===== src/sv/cbq_pkg.sv =====
// Shared types and constants for the circular byte queue.
`default_nettype none
package cbq_pkg;

  localparam int CapW = 13;  // capacity register width
  localparam int LenW = 12;  // length and count field width

  typedef enum logic [2:0] {
    OP_ENQ  = 3'd0,
    OP_DEQ  = 3'd1,
    OP_PEEK = 3'd2,
    OP_MRD  = 3'd3,
    OP_MWR  = 3'd4,
    OP_CLR  = 3'd5
  } op_e;

  typedef enum logic [1:0] {
    ST_OK    = 2'd0,
    ST_EMPTY = 2'd1,
    ST_RANGE = 2'd2
  } status_e;

  typedef enum logic [4:0] {
    S_IDLE = 5'b00001,
    S_PH0  = 5'b00010,
    S_PH1  = 5'b00100,
    S_MOD  = 5'b01000,
    S_CALC = 5'b10000
  } state_e;

  // per-lane control: lane carries a byte, and its address wrapped past capacity
  typedef struct packed {
    logic act;
    logic wrap;
  } lane_ctl_t;

endpackage
`default_nettype wire


===== src/sv/cbq_lane.sv =====
// One byte lane: wrapped address, bank and row, and its read byte select.
`default_nettype none
module cbq_lane import cbq_pkg::*; #(
  parameter int PW  = 12,
  parameter int NW  = 4,
  parameter int NB  = 8,
  parameter int BW  = 3,
  parameter int AW  = 12,
  parameter int RAW = 9,
  parameter int LI  = 0
) (
  input  wire logic [PW-1:0]       base_i,
  input  wire logic [CapW-1:0]     cap_i,
  input  wire logic [NW-1:0]       n_i,
  input  wire logic [NB-1:0][7:0]  rdata_i,
  output lane_ctl_t                ctl_o,
  output logic [BW-1:0]            bank_o,
  output logic [RAW-1:0]           row_o,
  output logic [7:0]               rbyte_o
);

  localparam int SW = (PW + 1 > CapW) ? PW + 1 : CapW;

  logic [SW-1:0] s, capx, a;
  logic [AW-1:0] ax;

  always_comb begin
    s    = SW'(base_i) + SW'(LI);
    capx = SW'(cap_i);
    ctl_o.wrap = (s >= capx);
    a    = ctl_o.wrap ? s - capx : s;
    ctl_o.act  = (NW'(LI) < n_i);
    ax   = AW'(a[PW-1:0]);
    bank_o  = ax[BW-1:0];
    row_o   = RAW'(ax >> BW);
    rbyte_o = rdata_i[bank_o];
  end

endmodule
`default_nettype wire


===== config.mk =====
export PLATFORM = sky130hd
export DESIGN_NAME = cbq_lane
export DESIGN_NICKNAME = d
export VERILOG_FILES = /design/src/sv/cbq_pkg.sv /design/src/sv/cbq_lane.sv
export SDC_FILE = /design/constraint.sdc
export NUM_CORES = 1
export LEC_CHECK = 0
export BUFFER_PORTS_ARGS = -buffer_cell sky130_fd_sc_hd__buf_2
export CAP_MARGIN = 10
export CORE_MARGIN = 5
export CORE_UTILIZATION = 42
export DETAILED_ROUTE_END_ITERATION = 6
export PLACE_DENSITY = 0.91
export RECOVER_POWER = 100
export SYNTH_ARGS = -nofsm -noshare
export SYNTH_HDL_FRONTEND = slang
export SYNTH_SLANG_ARGS = --single-unit

===== constraint.sdc =====
create_clock -name vclk -period 9.1
set_input_delay 1.82 -clock vclk [all_inputs]
set_output_delay 1.82 -clock vclk [all_outputs]
set_load 0.01 [all_outputs]

# == After elaboration in Yosys (flattened, before gate mapping) ==
# Cells that the tools add are included.
# word_totals
register_bits,0
latchBits,0
mem_bits_rw,0
rom_bits,0
inputBits,93
out_inout_bits,22
mem_count,0
# classes
addsub,1
mul,0
div_mod_pow,0
order_cmp,3
eq_ne,0
n_shift,0
n_mux,3
n_bitwise,0
n_reduce_logical,0
# op_table
op,n
$bmux W8 S3,1
$ge A12 B13 Y1,1
$mux W12,1
$sub A12 B12 Y12,1
$mux W8,1
$lt A1 B4 Y1 const A,1
$lt A3 B4 Y1 const B,1

# == Longest topological paths before layout ==
# Gate-level depths: netlist (run 1).
# depth
word_depth,4
mapped_depth,11
depth_no_buf,11

# == Least setup slack after synthesis (run 1) ==
# No wires, ideal clock.
# synth_path
kind,input to output
from,in cap_i[2]
to,out rbyte_o[0]
arrival_time_ns,4.184
t_required_ns,7.280
setup_slack_ns,3.096
path_stages,11
n_path_buf,2
cell_sequence,inv_1 > ha_1 > o21a_1 > o31a_1 > o21ai_1 > a31oi_1 > mux2_1 > buf_6 > buf_6 > mux4_2 > mux2_2
# synth_via
elab_chain_len,4
# synth_lines
element,line,source
from (decl),cbq_lane.sv:13,"input wire logic [CapW-1:0] cap_i,"
$sub A12 B12 Y12 / $ge A12 B13 Y1 (equally long branches),"cbq_lane.sv:31, cbq_lane.sv:30",
$mux W12 (*),cbq_lane.sv:31,a = ctl_o.wrap ? s - capx : s;
$bmux W8 S3 (*),cbq_lane.sv:36,rbyte_o = rdata_i[bank_o];
$mux W8 (not written as such) (*),cbq_lane.sv:36,
to (decl),cbq_lane.sv:19,output logic [7:0] rbyte_o
# Every way passes the cells marked *; elsewhere a longest branch is shown, timed or not. The select of a mux whose other input is x is not followed.

# == Final worst setup path (run 1) ==
# layout_path
from,in cap_i[1]
to,out rbyte_o[4]
# Same word-level chain as after synthesis.

==> results.json, run 1 <==
{
  "maxCapViolCount": 0,
  "rsz0062_at_grt": "false",
  "avgRoutedWirePerCell_um": 15.4,
  "first_pass_iters": 4,
  "overflow": 0,
  "intPower_w": 0.0000652,
  "initial_utilization": 0.433,
  "seq_power_share": 0,
  "setup_tns_ns": 0,
  "drtIter0Drc": 69,
  "max_stage_delay_ns": 1.11,
  "yosysSeqAreaShare": 0,
  "path_max_fanout": 13,
  "grt_pass1_wl_mm": 6.57,
  "postCtsSetupBuffers": 0,
  "syn_area_um2": 1180,
  "min_period_ns": 6.78,
  "max_freq_ghz": 0.148,
  "die-area_um2": 3980,
  "p_clk_frac": 0,
  "crit_type": "in -> out",
  "ant_nets": 0,
  "synth_nets": 231,
  "totalWireLength_mm": 4.13,
  "grt_max_degree": 18,
  "grtUsageTotal": 0.197,
  "avgSynthCellArea_um2": 9.48,
  "synth.distinct_cells": 35,
  "relSlewSlack": 0.120,
  "via_count": 1444,
  "final_nets": 345,
  "io_pins": 115,
  "startpoint_type": "primary input",
  "regArea_um2": 0,
  "ir_drop_mv": 0.0452,
  "combPwrFrac": 1.000,
  "swShare": 0.454,
  "critPathRequiredTime_ns": 7.28,
  "hold_buffers": 0,
  "num_rows": 19,
  "hp-class": "in -> out",
  "synth_warnings": 0,
  "arrival_ns": 4.96,
  "cts_resized": 0,
  "dp_hpwl_mm": 3.73,
  "die_x_um": 63.1,
  "slew_violations": 0,
  "synth_cells": 125,
  "routed_via_density": 5.37,
  "tightest_slew_ns": 1.31,
  "gr-usage-met3": 0.0195,
  "grt_use_met2": 0.395,
  "p_leak_nw": 0.917,
  "drc_errors": 0,
  "fin_hold_ws_ns": 3.97,
  "port_buffers": 115,
  "drive_gt1_frac": 0.544,
  "hold_depth": 4,
  "finalCritPeriodShare": 0.745,
  "p_per_area_nw_per_um2": 68.1,
  "crit_slowest_cell": "o21ai_0",
  "p_sw_w": 0.0000542,
  "fp.coreArea_um2": 2730,
  "routabilityCongestion": 0.868,
  "die_h_um": 63.1,
  "busiest_layer": "met2",
  "hold_end": "row_o[6]",
  "path_cells": "buf_2 > inv_1 > ha_1 > nor2b_1 > o31a_1 > o21ai_0 > a31oi_1 > clkbuf_1 > o21ai_0 > mux2_2 > clkbuf_1",
  "flops_and_latches": 0,
  "status": "finished, final reports clean",
  "use_met1": 0.227,
  "nClkBuffers": 0,
  "area_growth_pct": 47.8,
  "final_hold_viol_count": 0,
  "critical_path.endpoint_type": "output pin",
  "finalSetupViolCount": 0,
  "grt_pass1_vias": 1485,
  "holdCritStartpoint": "base_i[9]",
  "antenna_found_initial": 1
}
==> worst max-delay path: cells and delay by family <==
kind | cells | cell delay (ns)
AOI/OAI and AO/OA | 4 | 1.68
buffers and inverters | 4 | 0.65
and+or+nand+nor | 1 | 0.15
adders and majority gates | 1 | 0.25
muxes | 1 | 0.43
==> power by group through the flow <==
stage          combinational [W]        clock [W]  sequential (W)
2_1_floorplan          0.0000823                0               0
3_3_place_gp            0.000119                0               0
3_5_place_dp            0.000123                0               0
4_1_cts                 0.000124                0               0
5_1_grt                 0.000133  0.0000000000147               0
6_report                0.000119  0.0000000000147               0
==> cells in the final DEF, fill, tap and decap left out <==
master	instances
or4_1	1
buf_2	97
a21o_1	2
and2_1	1
and3_1	1
clkbuf_1	19
xor2_1	4
nand2_1	4
a211o_1	1
o21a_1	1
fa_1	1
inv_1	18
xnor2_1	5
nand3_1	1
and4b_1	1
nor2b_1	1
nor3_1	2
mux2_1	2
a21oi_1	9
nand2b_1	1
o31ai_1	1
o31a_1	1
or3_1	1
a41o_1	1
o21bai_1	2
ha_1	12
mux2_2	16
a221oi_1	1
mux4_2	16
o21ai_0	6
mux2i_1	1
a31oi_1	1
nor2_1	6
diode_2	1
==> how the worst max path moves through the flow <==
stage / startpoint / endpoint / slack (ns) / depth (start not counted)
2_1_floorplan: cap_i[2] / rbyte_o[0] / 3.10 / 11
3_3_place_gp: cap_i[1] / rbyte_o[4] / 2.49 / 11
3_5_place_dp: cap_i[1] / rbyte_o[4] / 2.41 / 11
6_report: cap_i[1] / rbyte_o[4] / 2.32 / 11
5_1_grt: cap_i[1] / rbyte_o[3] / 1.96 / 11
4_1_cts: cap_i[1] / rbyte_o[4] / 2.40 / 11
==> kinds of logic after synthesis <==
logic type      share of synthesized area
compound gates                      0.137
mux                                 0.484
simple gates                       0.0855
xor+xnor                           0.0665
buf+inv                            0.0834
fa+ha+maj                           0.144
==> per-stage QoR <==
step                      setup slack, ns  utilization  power (W)  cells  area, µm²
after floorplan                      3.10            -  0.0000823    125       1180
after global placement               2.49        0.649   0.000119    268       1780
after detailed placement             2.41        0.649   0.000123    268       1780
after CTS                            2.40        0.649   0.000124    268       1780
after global routing                 1.96        0.641   0.000133    269       1750
final                                2.32        0.641   0.000119    269       1750
==> Yosys cell counts (2+ instances only) <==
cell type / count / area [µm²]
inv_1: 18 / 67.6
mux2_2: 17 / 191
mux4_2: 16 / 360
ha_1: 12 / 150
a21oi_1: 9 / 45.0
nor2_1: 6 / 22.5
xnor2_1: 5 / 43.8
nand2_1: 4 / 15.0
o21ai_0: 4 / 20.0
xor2_1: 4 / 35.0
a21o_1: 2 / 15.0
buf_6: 2 / 22.5
nor3_1: 2 / 10.0
o21ai_1: 2 / 10.0
o21bai_1: 2 / 15.0
==> cell type report <==
class                           count  area [µm²]
Multi-Input combinational cell    103        1090
Fill cell                         245         982
Timing Repair Buffer              116         557
Inverter                           18        67.6
Tap cell                           31        38.8
Antenna cell                        1        2.50
==> layer usage <==
layer	up-vias	wire length, µm
li1	707	-
met2	67	2240
met4	0	45
met3	2	324
met5	-	0
met1	668	1520
Note: power is estimated with default switching activity, not from simulation.
==> run 2: changes to the inputs <==
- CORE_UTILIZATION: 42 -> 39
- PLACE_DENSITY: 0.91 -> 0.86
- clock period: 9.1 -> 6.9 ns (I/O delays scaled with it)
==> run 2 against run 1 <==
  * Critical path depth shrank 1
  * Via count increased by 0.76%
  * Largest cell class unchanged
  * Sequential share of layout area is the same
  * Count of clock-buffer cells in the layout did not move
  * Critical endpoint is now rbyte_o[0]
  * First-iteration DRC count unchanged
  * Design area rose by 0.50%
  * Worst setup slack got worse by 1.3 ns
  * Final cell count up 0.74%
  * Non-clock buffer count increased by 1
  * Global-route usage down 1.1 points
==> results.json, run 2 (synthesis gave the netlist of run 1 again) <==
{
  "die_x_um": 65.1,
  "final_nets": 346,
  "startpoint_type": "primary input",
  "num_antenna_cells": 0,
  "critPathRequiredTime_ns": 5.52,
  "p_per_area_nw_per_um2": 89.9,
  "ant_nets": 0,
  "regArea_um2": 0,
  "setup_tns_ns": 0,
  "tightest_slew_ns": 1.32,
  "critical_path.endpoint_type": "output pin",
  "final_hold_viol_count": 0,
  "area_growth_pct": 48.6,
  "finalCritPeriodShare": 0.857,
  "path_cells": "buf_2 > ha_1 > nor2b_1 > o31a_1 > o21ai_0 > a31oi_1 > clkbuf_1 > o21ai_0 > mux2_2 > clkbuf_1",
  "hold_buffers": 0,
  "flops_and_latches": 0,
  "combPwrFrac": 1.000,
  "finalSetupViolCount": 0,
  "crit_slowest_cell": "o21ai_0",
  "avgRoutedWirePerCell_um": 15.2,
  "grt_pass1_wl_mm": 6.35,
  "p_clk_frac": 0,
  "max_freq_ghz": 0.169,
  "grt_pass1_vias": 1406,
  "overflow": 0,
  "hp-class": "in -> out",
  "swShare": 0.451,
  "routed_via_density": 5.37,
  "totalWireLength_mm": 4.11,
  "ir_drop_mv": 0.0361,
  "fillers": 295,
  "most-common-layout-cells": "98 x buf_2, 18 x inv_1, 18 x clkbuf_1, 16 x mux4_2, 16 x mux2_2",
  "arrival_ns": 4.53,
  "routabilityCongestion": 0.773,
  "postCtsSetupBuffers": 0,
  "dp_hpwl_mm": 3.66,
  "max_stage_delay_ns": 1.11,
  "layout_commonest_cell": "buf_2",
  "p_leak_nw": 0.925,
  "intPower_w": 0.0000870,
  "io_pins": 115,
  "drtIter0Drc": 69,
  "grt_max_degree": 18,
  "antenna_found_initial": 0,
  "port_buffers": 115,
  "die_h_um": 65.1,
  "utilization": 0.591,
  "via_count": 1455,
  "relSlewSlack": 0.114,
  "status": "finished, final reports clean",
  "grtUsageTotal": 0.186,
  "seq_power_share": 0,
  "num_rows": 20,
  "dp_cells": 271,
  "die-area_um2": 4240,
  "nClkBuffers": 0,
  "p_sw_w": 0.0000713,
  "slew_violations": 0,
  "cts_resized": 0,
  "drive_gt1_frac": 0.550,
  "path_max_fanout": 13,
  "drc_errors": 0,
  "first_pass_iters": 4,
  "rsz0062_at_grt": "false",
  "crit_type": "in -> out",
  "maxCapViolCount": 0,
  "fin_cells": 271,
  "initial_utilization": 0.398,
  "min_period_ns": 5.91,
  "fp.coreArea_um2": 2980
}
-- run 2: cell types whose count changed in the layout (fill, tap and decap cells not counted) --
cell      previous run  this run
diode_2              1         0
buf_2               97        98
buf_4                0         1
clkbuf_1            19        18
-- run 2: metrics by stage --
| stage | instance area, µm² | worst slack [ns] | hold slack, ns | power, W |
|---|---|---|---|---|
| after floorplan | 1180 | 1.78 | 2.88 | 0.000109 |
| after global placement | 1790 | 1.59 | 3.02 | 0.000161 |
| after detailed placement | 1790 | 1.54 | 3.03 | 0.000163 |
| after CTS | 1790 | 1.54 | 3.03 | 0.000164 |
| after global routing | 1760 | 0.722 | 3.08 | 0.000174 |
| final | 1760 | 0.986 | 3.06 | 0.000158 |
-- run 2: final cells by class --
| type | count | area [µm²] | share of cell area |
|---|---|---|---|
| Inverter | 18 | 67.6 | 0.0384 |
| Tap cell | 33 | 41.3 | 0.0235 |
| Multi-Input combinational cell | 103 | 1090 | 0.617 |
| Timing Repair Buffer | 117 | 566 | 0.321 |
-- run 2: power by group through the flow --
stage                     logic, W  clock network (W)  registers, W
after detailed placement  0.000163                  0             0
after floorplan           0.000109                  0             0
after CTS                 0.000164                  0             0
final                     0.000158                  0             0
after global placement    0.000161                  0             0
after global routing      0.000174                  0             0
-- run 2: critical path: cells and delay by family --
family / cells / cell delay [ns]
AOI/OAI and AO/OA: 4 / 1.67
buffers and inverters: 3 / 0.59
muxes: 1 / 0.44
adders and majority gates: 1 / 0.30
and+or+nand+nor: 1 / 0.15
-- run 2: path summary, 6_finish.rpt --
kind      start    endpoint  cells after the start
max   base_i[1]  rbyte_o[0]                     10
min      n_i[1]    ctl_o[1]                      3
-- run 2: per-layer routing --
metal	up-vias	GRT usage	routed length, µm
li1	703	-	-
met1	668	0.211	1470
met2	78	0.367	2160
met3	6	0.0291	405
met5	-	0	0
met4	0	0.0285	72
