File: config.mk
export PLATFORM = sky130hd
export DESIGN_NAME = cbq_mod
export DESIGN_NICKNAME = d
export VERILOG_FILES = /design/src/sv/cbq_pkg.sv /design/src/sv/cbq_mod.sv
export SDC_FILE = /design/constraint.sdc
export NUM_CORES = 1
export LEC_CHECK = 0
export CORE_ASPECT_RATIO = 0.6
export CORE_MARGIN = 3
export CORE_UTILIZATION = 30
export CTS_CLUSTER_DIAMETER = 50
export DETAILED_ROUTE_END_ITERATION = 16
export DONT_BUFFER_PORTS = 1
export GPL_TIMING_DRIVEN = 1
export PLACE_DENSITY = 0.5
export RECOVER_POWER = 100
export SLEW_MARGIN = 25
export SYNTH_ARGS = -nofsm -noshare
export SYNTH_HDL_FRONTEND = slang
export SYNTH_SLANG_ARGS = --single-unit
File: constraint.sdc
create_clock -name clk_i -period 2.3 [get_ports clk_i]
set_input_delay 0.46 -clock clk_i [delete_from_list [all_inputs] [get_ports clk_i]]
set_output_delay 0.46 -clock clk_i [all_outputs]
set_load 0.01 [all_outputs]
File: src/sv/cbq_pkg.sv
// Shared types and constants for the circular byte queue.
`default_nettype none
package cbq_pkg;

  localparam int CapW = 13;  // capacity register width
  localparam int LenW = 12;  // length and count field width

  typedef enum logic [2:0] {
    OP_ENQ  = 3'd0,
    OP_DEQ  = 3'd1,
    OP_PEEK = 3'd2,
    OP_MRD  = 3'd3,
    OP_MWR  = 3'd4,
    OP_CLR  = 3'd5
  } op_e;

  typedef enum logic [1:0] {
    ST_OK    = 2'd0,
    ST_EMPTY = 2'd1,
    ST_RANGE = 2'd2
  } status_e;

  typedef enum logic [4:0] {
    S_IDLE = 5'b00001,
    S_PH0  = 5'b00010,
    S_PH1  = 5'b00100,
    S_MOD  = 5'b01000,
    S_CALC = 5'b10000
  } state_e;

  // per-lane control: lane carries a byte, and its address wrapped past capacity
  typedef struct packed {
    logic act;
    logic wrap;
  } lane_ctl_t;

endpackage
`default_nettype wire

File: src/sv/cbq_mod.sv
// Iterative restoring modulo unit: one quotient bit per cycle.
`default_nettype none
module cbq_mod import cbq_pkg::*; #(
  parameter int XW = 13,
  parameter int PW = 12
) (
  input  wire logic            clk_i,
  input  wire logic            rst_ni,
  input  wire logic            start_i,
  input  wire logic [XW-1:0]   x_i,
  input  wire logic [CapW-1:0] m_i,
  output logic                 done_o,
  output logic [PW-1:0]        res_o
);

  localparam int CntW = $clog2(XW + 1);

  logic [XW-1:0]   x_q, x_d;
  logic [CapW-1:0] r_q, r_d;
  logic [CntW-1:0] cnt_q, cnt_d;
  logic            run_q, run_d;
  logic [CapW:0]   t;
  logic            done_d;

  always_comb begin
    x_d    = x_q;
    r_d    = r_q;
    cnt_d  = cnt_q;
    run_d  = run_q;
    done_d = 1'b0;
    t      = {r_q, x_q[XW-1]};
    if (start_i) begin
      x_d   = x_i;
      r_d   = '0;
      cnt_d = '0;
      run_d = 1'b1;
    end else if (run_q) begin
      if (t >= {1'b0, m_i}) begin
        r_d = CapW'(t - {1'b0, m_i});
      end else begin
        r_d = t[CapW-1:0];
      end
      x_d   = {x_q[XW-2:0], 1'b0};
      cnt_d = cnt_q + 1'b1;
      if (cnt_q == CntW'(XW - 1)) begin
        run_d  = 1'b0;
        done_d = 1'b1;
      end
    end
  end

  always_ff @(posedge clk_i or negedge rst_ni) begin
    if (!rst_ni) begin
      run_q  <= 1'b0;
      cnt_q  <= '0;
      done_o <= 1'b0;
    end else begin
      run_q  <= run_d;
      cnt_q  <= cnt_d;
      done_o <= done_d;
    end
  end

  always_ff @(posedge clk_i) begin
    x_q <= x_d;
    r_q <= r_d;
  end

  assign res_o = r_q[PW-1:0];

endmodule
`default_nettype wire

# Word level (Yosys, flattened, before mapping)
# Index checks and enable logic that the tools add are counted.
dict set report totals {
  inputBits 29
  ff_bits 32
  wordCells 21
  output_inout_bits 13
}
dict set report classes {
  magnitude_cmp 1
  eq_ne 1
  mux 11
  addsub 2
  reduce_logical 1
}
# op count
set ops {}
lappend ops {{2-to-1 mux 13 bit} 3}
lappend ops {{>= comparator 14 x 13 -> 1 bit} 1}
lappend ops {{subtractor 13 bit} 1}
lappend ops {{2-to-1 mux 4 bit} 2}
lappend ops {{2-to-1 mux 1 bit} 6}
lappend ops {{adder 4 x 1 -> 4 bit, second input constant} 1}
lappend ops {{== test 4 bit, second input constant} 1}
lappend ops {{nonzero test 2 bit} 1}

# Logic depth before layout (Yosys ltp)
# Gate-level depths: netlist of the first run.
dict set report depth {
  depth_word 4
  mapped_depth 10
  depth_no_buf 9
}

# Worst setup path before layout of the first run
# OpenSTA, ideal clock, no wires.
dict set report synth_timing {
  path_kind {input to register}
  start {input m_i[2]}
  end {register r_q[9]}
  cell_stages 9
  setup_time_ns 0.120
  required_ns 2.180
  setup_slack_ns 0.001
  n_path_buf 1
  arrival_ns 2.179
  cell_sequence {inv_1 -> ha_1 -> nor2b_4 -> o21a_1 -> o31a_1 -> o311ai_4 -> buf_6 -> a21oi_2 -> a211o_1}
}
dict set report synth_between {
  elab_chain_len 2
  elab_cells_between_ends 3
  cone_classes {add/sub (1); order compare (1); mux (1)}
}
# element line
set synth_lines {}
lappend synth_lines {{from (decl)} cbq_mod.sv:11} ;# input wire logic [CapW-1:0] m_i,
lappend synth_lines {{subtractor 13 bit or >= comparator 14 x 13 -> 1 bit (tied branches)} {cbq_mod.sv:39, cbq_mod.sv:38}}
lappend synth_lines {{2-to-1 mux 13 bit (*)} cbq_mod.sv:38} ;# if (t >= {1'b0, m_i}) begin
lappend synth_lines {{to (signal assigned)} cbq_mod.sv:66} ;# r_q <= r_d;
lappend synth_lines {{to (decl)} cbq_mod.sv:19} ;# logic [CapW-1:0] r_q, r_d;
# Mark *: on every way between the ends. The rest lies on a longest branch, timed or not.
# A chain may end at the register's enable or synchronous reset.

# Final worst setup path of the first run
dict set report layout_timing {
  start {register x_q[12]}
  end {register r_q[7]}
}
dict set report layout_between {
  elab_chain_len 2
  elab_cells_between_ends 3
  cone_classes {add/sub (1); order compare (1); mux (1)}
}
# element line
set layout_lines {}
lappend layout_lines {{from (decl)} cbq_mod.sv:18} ;# logic [XW-1:0] x_q, x_d;
lappend layout_lines {{from (signal assigned)} cbq_mod.sv:65} ;# x_q <= x_d;
lappend layout_lines {{subtractor 13 bit or >= comparator 14 x 13 -> 1 bit (tied branches)} {cbq_mod.sv:39, cbq_mod.sv:38}}
lappend layout_lines {{2-to-1 mux 13 bit (*)} cbq_mod.sv:38}
# Marked as above.

==> impl_metrics.json, run 1 <==
{
  "setup_viol": 4,
  "drt-total-wl_um": 6370,
  "die_area_um2": 9190,
  "synth_cell_types": 63,
  "synthArstFlopShare": 0.188,
  "cts_tree": "yes",
  "min_period_ns": 2.34,
  "mappedNetlistArea_um2": 2410,
  "io_buffer_count": 0,
  "worstSetupStartpointType": "flip-flop",
  "fillers": 754,
  "worstHoldStart": "start_i",
  "synth_edf_count": 13,
  "clk_latency_ns": 0.28,
  "power_density_nw_per_um2": 1220,
  "drive_gt1_frac": 0.311,
  "ant_nets": 0,
  "hold_depth": 1,
  "setup_ws_ns": -0.0400,
  "critical_path_class": "reg2reg",
  "yosysWarnings": 0,
  "seq_area_frac_synth": 0.332,
  "avgSynthCellArea_um2": 9.50,
  "via_per_inst": 4.98,
  "outcome": "finished, violations left",
  "netlist_instances": 254,
  "rrSetupSlack_ns": -0.04,
  "leakagePower_nw": 1.28,
  "synth_flop_cell": "edfxtp_1",
  "grt_pass1_vias": 1795,
  "cp.arrival_ns": 2.51,
  "clockRootBuffer": "clkbuf_16",
  "reg2reg_depth": 10,
  "core_area_um2": 7540,
  "ys_ff_latch": 32,
  "drt_iter0_markers": 106,
  "clk_path_buf_depth": 2,
  "rsz0062_at_grt": "yes",
  "dpl_cell_area_um2": 2670,
  "end_kind": "flip-flop",
  "worst_slew_pin_slew_ns": 0.569,
  "die_x_um": 122,
  "total_power_mw": 3.58,
  "r2r_end": "r_q[7]",
  "cts.sinks": 32,
  "maxCapViolCount": 0,
  "fin_area_um2": 2940,
  "slew_headroom": 0.619,
  "hold_class": "in2reg",
  "hpwl_um": 4730,
  "drv_slew": 0,
  "first_pass_iters": 4,
  "vias": 1912,
  "finClkSkew_ns": 0.00633,
  "cp_max_fo": 8,
  "timing.final.crit_share": 1.02,
  "numCtsBuffers": 5,
  "diodes": 0,
  "peakVddDrop_uv": 528,
  "post-place-ws_ns": -0.181,
  "die_h_um": 75.5,
  "yosys.area.top_type": "edfxtp_1",
  "clkTransAtPathRegs_ns": 0.06,
  "grt_pass1_wl_um": 9950,
  "start_util": 0.320,
  "area_delta_synth_final_pct": 21.9,
  "routabilityCongestion": 0.828,
  "wl_per_cell_um": 16.6,
  "violations": "setup timing",
  "synth_area_leaders": "edfxtp_1, dfxtp_1, ha_1",
  "hold_viol": 0,
  "grt_usage": 0.141,
  "syn_nets": 299,
  "synth_top_area_frac": 0.162,
  "io_pins": 42,
  "worst_ep_required_time_ns": 2.47,
  "layout.nets": 324,
  "drc": 0,
  "htreeDepth": 2,
  "core.rowCount": 24,
  "grt_antenna_before_repair": 0,
  "max_freq_mhz": 427,
  "grt_max_degree": 29,
  "overflow": 0,
  "holdPathEnd": "r_q[2]",
  "r2r_start": "x_q[12]"
}
-- how the worst max path moves through the flow --
stage / startpoint / endpoint / cells past startpoint
floorplan: m_i[2] / r_q[9] / 9
global placement: m_i[0] / r_q[6] / 9
detailed placement: m_i[0] / r_q[2] / 9
CTS: x_q[12] / r_q[7] / 10
global route: x_q[12] / r_q[7] / 10
finish: x_q[12] / r_q[7] / 10
-- registers in the layout, summed over array words and instances (netlist names) --
name,flops
r_q,13
x_q,13
cnt_q,4
done_o,1
run_q,1
-- synth_stat cells (all sizes together) (2+ instances only) --
library cell	n
a21boi	4
nor3b	4
nand3	5
xor2	3
o21ai	5
nor2	22
dfxtp	13
buf	17
a41o	3
and3b	2
ha	15
a211o	5
clkbuf	9
nor3	3
a31oi	2
a22oi	2
and2	4
o21bai	4
o31ai	6
nand4	2
xnor2	5
o31a	2
edfxtp	13
o21a	4
o311ai	2
inv	24
mux2	12
nand2b	2
a21oi	10
nor2b	3
dfrtp	6
a311oi	4
or3	2
a211oi	3
and3	3
a21o	3
nand2	15
-- what timing repair did --
action	CTS	global route
pin swaps	8	5
gates resized for setup	7	8
endpoints found under the hold margin	6	0
gates cloned	1	0
buffers inserted	2	2
setup endpoints to repair	11	13
hold buffers	1	0
-- power by group --
part	total [mW]	internal, mW	switching [mW]
Combinational	2.01	1.00	1.00
Sequential	0.809	0.727	0.0821
Clock	0.765	0.508	0.256
-- placed cells by master, fill, tap and decap left out, types with 6 or more instances in the layout --
cell | Yosys | routed
nor2_1 | 22 | 22
edfxtp_1 | 13 | 13
a21oi_1 | 8 | 8
dfxtp_1 | 13 | 13
mux2_2 | 12 | 11
inv_1 | 24 | 23
buf_4 | 12 | 38
nand2_1 | 15 | 15
ha_1 | 15 | 14
dfrtp_1 | 6 | 6
-- cells by family after synthesis --
| logic type | synth area share |
|---|---|
| compound gates | 0.225 |
| xor+xnor | 0.0290 |
| fa+ha+maj | 0.0861 |
| buf+inv | 0.108 |
| flops | 0.332 |
| mux | 0.0602 |
| simple gates | 0.159 |
-- layout make-up --
class | instances | area [µm²] | share of cell area
Sequential cell | 32 | 801 | 0.272
Clock buffer | 5 | 125 | 0.0425
Multi-Input combinational cell | 172 | 1390 | 0.473
Tap cell | 104 | 130 | 0.0442
Clock inverter | 3 | 42.5 | 0.0145
Timing Repair Buffer | 44 | 360 | 0.123
Inverter | 24 | 90.1 | 0.0306
-- routing by layer --
metal	routed length, µm	track usage	vias to the layer above
li1	-	-	952
met4	31	0.0286	0
met2	2300	0.176	53
met5	0	0	-
met1	3620	0.229	902
met3	424	0.0423	5
-- critical path: stages, from the launching register on --
cell and delay (ns):
edfxtp_1 0.37, inv_2 0.10, ha_4 0.14, fa_2 0.22, nor2b_4 0.05, o21a_1 0.18, o31a_1 0.27, o311ai_4 0.35
buf_6 0.21, a21oi_2 0.07, a211o_1 0.26
-- metrics by stage --
stage / cells / TNS [ns] / utilization / hold slack [ns]
3_3_place_gp: 370 / -1.08 / 0.354 / 0.165
4_1_cts: 382 / -0.211 / 0.384 / 0.237
2_1_floorplan: 254 / 0 / - / 0.164
5_1_grt: 384 / -1.23 / 0.390 / 0.234
3_5_place_dp: 370 / -1.42 / 0.354 / 0.165
6_report: 384 / -0.103 / 0.390 / 0.242
(Power assumes the default switching activity.)
==> run 2, diff against run 1 <==
- CORE_MARGIN: 3 -> 10
- PLACE_DENSITY: 0.5 -> not set
==> run 2 against run 1 <==
Effect of this change:
- the flow still finishes with violations (setup timing)
- highest routed layer is now met5
- count of clock-buffer cells in the layout grew 2
- worst hold slack gained 0.011 ns
- first-iteration DRC count grew 14%
==> impl_metrics.json, run 2 (synthesized netlist as in run 1, its figures left out) <==
{
  "worstSetupStartpointType": "flip-flop",
  "setup_ws_ns": -0.0419,
  "power_density_nw_per_um2": 1210,
  "ant_nets": 0,
  "cts.sinks": 32,
  "setup_tns_ns": -0.0819,
  "peakVddDrop_uv": 473,
  "intPower_mw": 2.20,
  "power_frac_seq": 0.228,
  "io_pins": 42,
  "diodes": 0,
  "clockRootBuffer": "clkbuf_16",
  "grt_usage": 0.106,
  "total_power_mw": 3.53,
  "critical_path_class": "reg2reg",
  "start_util": 0.307,
  "grt_antenna_before_repair": 1,
  "violations": "setup timing",
  "grt_max_degree": 29,
  "hold_class": "in2reg",
  "switching_share": 0.376,
  "combPwrFrac": 0.544,
  "maxCapViolCount": 0,
  "leakagePower_nw": 1.22,
  "slowest_delay_ns": 0.39,
  "drive_gt1_frac": 0.295,
  "worst_slew_pin_slew_ns": 0.572,
  "finClkSkew_ns": 0.00527,
  "slew_headroom": 0.618,
  "rsz0062_at_grt": "yes",
  "clkTransAtPathRegs_ns": 0.05,
  "grt_pass1_wl_um": 10100,
  "first_pass_iters": 4,
  "end_kind": "flip-flop",
  "fin_util": 0.372,
  "setup_viol": 5,
  "drv_slew": 0,
  "p_switching_mw": 1.32,
  "core_area_um2": 7850,
  "hold_viol": 0,
  "drt-total-wl_um": 6260,
  "clk_path_buf_depth": 2,
  "final_common_cell": "buf_4",
  "worst_ep_required_time_ns": 2.46,
  "post-place-ws_ns": -0.211,
  "cp_max_fo": 6,
  "overflow": 0,
  "outcome": "finished, violations left",
  "cts_tree": "yes",
  "min_period_ns": 2.34,
  "fin_cells": 386,
  "core.rowCount": 25,
  "htreeDepth": 2,
  "clk_latency_ns": 0.27,
  "wl_per_cell_um": 16.2,
  "max_freq_mhz": 427,
  "vias": 1917,
  "fin_area_um2": 2920,
  "reg_top3": "r_q (13), x_q (13), cnt_q (4)",
  "die_area_um2": 12100,
  "hold_slack_ns": 0.253,
  "worstPathCellList": "inv_2 > ha_4 > fa_2 > nor2b_4 > o21a_1 > o31a_1 > o311ai_4 > buf_6 > a21oi_4 > a211o_1",
  "area_delta_synth_final_pct": 21.0,
  "drt_iter0_markers": 121,
  "layout.nets": 322,
  "die_h_um": 89.5,
  "hpwl_um": 4850,
  "via_per_inst": 4.97,
  "p_clk_frac": 0.228,
  "io_buffer_count": 0,
  "place_inst": 372,
  "cp.arrival_ns": 2.50,
  "cp_slowest_cell": "o311ai_4",
  "drc": 0,
  "dpl_cell_area_um2": 2650,
  "numCtsBuffers": 5,
  "most-common-layout-cells": "buf_4, inv_1, nor2_1",
  "fillers": 812,
  "routabilityCongestion": 0.857,
  "grt_pass1_vias": 1901,
  "timing.final.crit_share": 1.02,
  "die_x_um": 136
}
## run 2: changes by cell type in the layout (fill, tap and decap cells not counted), sizes merged
cell,previous run,this run
buf,43,28
clkbuf,5,20
clkinv,1,0
clkinvlp,1,0
## run 2: final timing paths
kind	slack, ns	to	cells after the start	startpoint
min reg2reg	0.52	r_q[12]	2	r_q[12]
max in group asynchronous	1.59	cnt_q[2]	1	rst_ni
min	0.25	cnt_q[3]	1	start_i
max	-0.04	r_q[9]	10	x_q[12]
min in group asynchronous	0.50	run_q	1	rst_ni
max reg2reg	-0.04	r_q[9]	10	x_q[12]
## run 2: final cells by class
cell class              count  area (µm²)  share of cell area
inverters                  24        90.1              0.0309
well taps                 108         135              0.0463
clock buffers               7         153              0.0523
multi-input cells         172        1440               0.492
clock inverters             1        30.0              0.0103
flip-flops and latches     32         801               0.274
repair buffers             42         274              0.0939
## run 2: layer usage
metal | share of wire | GRT usage
met1 | 0.51 | 0.150
met2 | 0.40 | 0.148
met3 | 0.081 | 0.0449
met4 | 0.0032 | 0.0117
met5 | 0.0011 | 0
## run 2: what timing repair did
item	in CTS	in global routing
setup buffers	3	1
setup endpoints to repair	13	13
pin swaps	7	11
hold endpoints to repair	6	0
gates resized for setup	8	14
hold buffers	1	0
gates cloned	1	0
## run 2: power groups by stage
stage	Combinational (mW)	Clock, mW	Sequential, mW
floorplan	1.37	0	0.822
global placement	1.80	0	0.815
detailed placement	1.83	0	0.817
CTS	1.88	0.831	0.807
global route	2.12	0.859	0.822
finish	1.92	0.805	0.803
## run 2: critical path: cells and delay by family, from the launching register on
family	cells	cell delay [ns]
and+or+nand+nor	1	0.05
buffers and inverters	2	0.29
DFF	1	0.38
AOI/OAI and AO/OA	5	1.17
adders and majority gates	2	0.35
==> run 3, diff against run 2 <==
- CORE_ASPECT_RATIO: 0.6 -> 0.7
- CTS_BUF_LIST: not set -> sky130_fd_sc_hd__clkbuf_2 sky130_fd_sc_hd__clkbuf_4 sky130_fd_sc_hd__clkbuf_8
- RECOVER_POWER: 100 -> 25
==> run 3 against run 2 <==
Effect of this change:
- clock skew up 0.0025 ns
- highest routed layer is now met4
- the flow now finishes without violations
- cell count is 2.1% lower
- clock power is 45% lower
- global-route usage down 0.82 points
- register-to-register slack better by 0.07 ns
- routed wire length is 0.62% higher
- worst setup slack gained 0.067 ns
- sequential cell count unchanged
- largest power group unchanged
- maximum frequency increased by 2.9%
- critical path type unchanged
==> impl_metrics.json, run 3 (synthesized netlist as in run 1, its figures left out) <==
{
  "die_x_um": 127,
  "worstSetupStartpointType": "flip-flop",
  "worst_slew_pin_slew_ns": 0.557,
  "rsz0062_at_grt": "yes",
  "power_density_nw_per_um2": 1150,
  "critPathBufInv": 2,
  "hpwl_um": 4790,
  "via_per_inst": 5.12,
  "grt_antenna_before_repair": 0,
  "cp_slowest_cell": "edfxtp_1",
  "grt_usage": 0.0978,
  "most-common-layout-cells": "buf_4, inv_1, nor2_1",
  "drive_gt1_frac": 0.318,
  "ant_nets": 0,
  "reg_top3": "r_q (13), x_q (13), cnt_q (4)",
  "drt-total-wl_um": 6290,
  "place_inst": 364,
  "routabilityCongestion": 0.897,
  "worst_ep_required_time_ns": 2.47,
  "overflow": 0,
  "outcome": "finished clean",
  "r2r_end": "r_q[7]",
  "hold_class": "in2reg",
  "grt_max_degree": 29,
  "holdPathEnd": "r_q[6]",
  "vias": 1936,
  "io_pins": 42,
  "htreeDepth": 2,
  "peakVddDrop_uv": 378,
  "wl_per_cell_um": 16.7,
  "leakagePower_nw": 1.23,
  "clockRootBuffer": "clkbuf_8",
  "start_util": 0.308,
  "final_common_cell": "buf_4",
  "rrSetupSlack_ns": 0.02,
  "r2r_start": "x_q[12]",
  "reg2reg_depth": 10,
  "area_delta_synth_final_pct": 17.9,
  "regArea_um2": 801,
  "layout.nets": 321,
  "diodes": 0,
  "path_delay_family": "compound AO/OA/AOI/OAI gates",
  "drc": 0,
  "cts.sinks": 32,
  "drt_iter0_markers": 164,
  "worstHoldStart": "start_i",
  "clkTransAtPathRegs_ns": 0.07,
  "min_period_ns": 2.28,
  "cp.arrival_ns": 2.45,
  "maxCapViolCount": 0,
  "slew_headroom": 0.628,
  "hold_depth": 1,
  "numCtsBuffers": 5,
  "setup_tns_ns": 0,
  "setup_viol": 0,
  "critical_path_class": "reg2reg",
  "fillers": 779,
  "end_kind": "flip-flop",
  "core.rowCount": 27,
  "cts_tree": "yes",
  "slowest_delay_ns": 0.38,
  "core_area_um2": 7840,
  "max_freq_mhz": 440,
  "grt_pass1_vias": 1803,
  "first_pass_iters": 4,
  "grt_pass1_wl_um": 9650,
  "hold_viol": 0,
  "die_h_um": 95.0,
  "timing.final.crit_share": 0.989,
  "drv_slew": 0,
  "finClkSkew_ns": 0.00778,
  "multi_input_area_um2": 1410,
  "cp_max_fo": 7,
  "die_area_um2": 12100,
  "clk_latency_ns": 0.28,
  "fin_cells": 378,
  "io_buffer_count": 0,
  "worstPathCellList": "inv_2 > ha_4 > fa_2 > nor2b_4 > o21a_1 > o31a_1 > o311ai_4 > buf_6 > a21oi_2 > a211o_1",
  "clk_path_buf_depth": 2
}
run 3: cell types whose count changed in the layout (fill, tap and decap cells not counted), sizes merged:
| cell | change |
|---|---|
| clkbuf | -13 |
| buf | +12 |
| bufinv | -1 |
| clkinv | +1 |
run 3: final cells by class:
| cell class | count | area share |
|---|---|---|
| flip-flops and latches | 32 | 0.282 |
| well taps | 101 | 0.0444 |
| inverters | 24 | 0.0317 |
| repair buffers | 41 | 0.116 |
| clock buffers | 7 | 0.0295 |
| multi-input cells | 172 | 0.495 |
| clock inverters | 1 | 0.00132 |
run 3: how the worst max path moves through the flow:
stage | slack, ns | from | depth (start not counted) | end
4_1_cts | -0.009 | x_q[12] | 10 | r_q[4]
2_1_floorplan | 0.001 | m_i[2] | 9 | r_q[9]
5_1_grt | -0.06 | x_q[12] | 10 | r_q[8]
6_report | 0.02 | x_q[12] | 10 | r_q[7]
3_3_place_gp | -0.10 | m_i[0] | 9 | r_q[5]
3_5_place_dp | -0.21 | m_i[0] | 9 | r_q[5]
run 3: where the power goes:
part | internal, mW | leakage [nW] | total, mW | switching (mW)
Combinational | 1.01 | 0.865 | 2.03 | 1.03
Sequential | 0.726 | 0.323 | 0.806 | 0.0797
Clock | 0.234 | 0.0467 | 0.441 | 0.206
run 3: routing by layer:
metal / track usage / part of all wire
met1: 0.138 / 0.50
met2: 0.142 / 0.43
met3: 0.0316 / 0.065
met4: 0.0170 / 0.0040
met5: 0 / 0
run 3: per-stage QoR:
step | area [µm²] | util | hold slack [ns] | total power [mW] | setup WS [ns]
after floorplan | 2410 | - | 0.164 | 2.19 | 0.00149
after global placement | 2640 | 0.337 | 0.165 | 2.69 | -0.103
after detailed placement | 2640 | 0.337 | 0.165 | 2.70 | -0.215
after CTS | 2790 | 0.356 | 0.232 | 3.20 | -0.00930
after global routing | 2840 | 0.363 | 0.225 | 3.51 | -0.0569
final | 2840 | 0.363 | 0.241 | 3.28 | 0.0248
run 3: what timing repair did:
action	4_1_cts	5_1_grt
pin swaps	6	7
buffers inserted	2	2
hold buffers	1	0
setup endpoints to repair	9	13
endpoints found under the hold margin	6	0
cloned	1	0
gates resized for setup	7	11
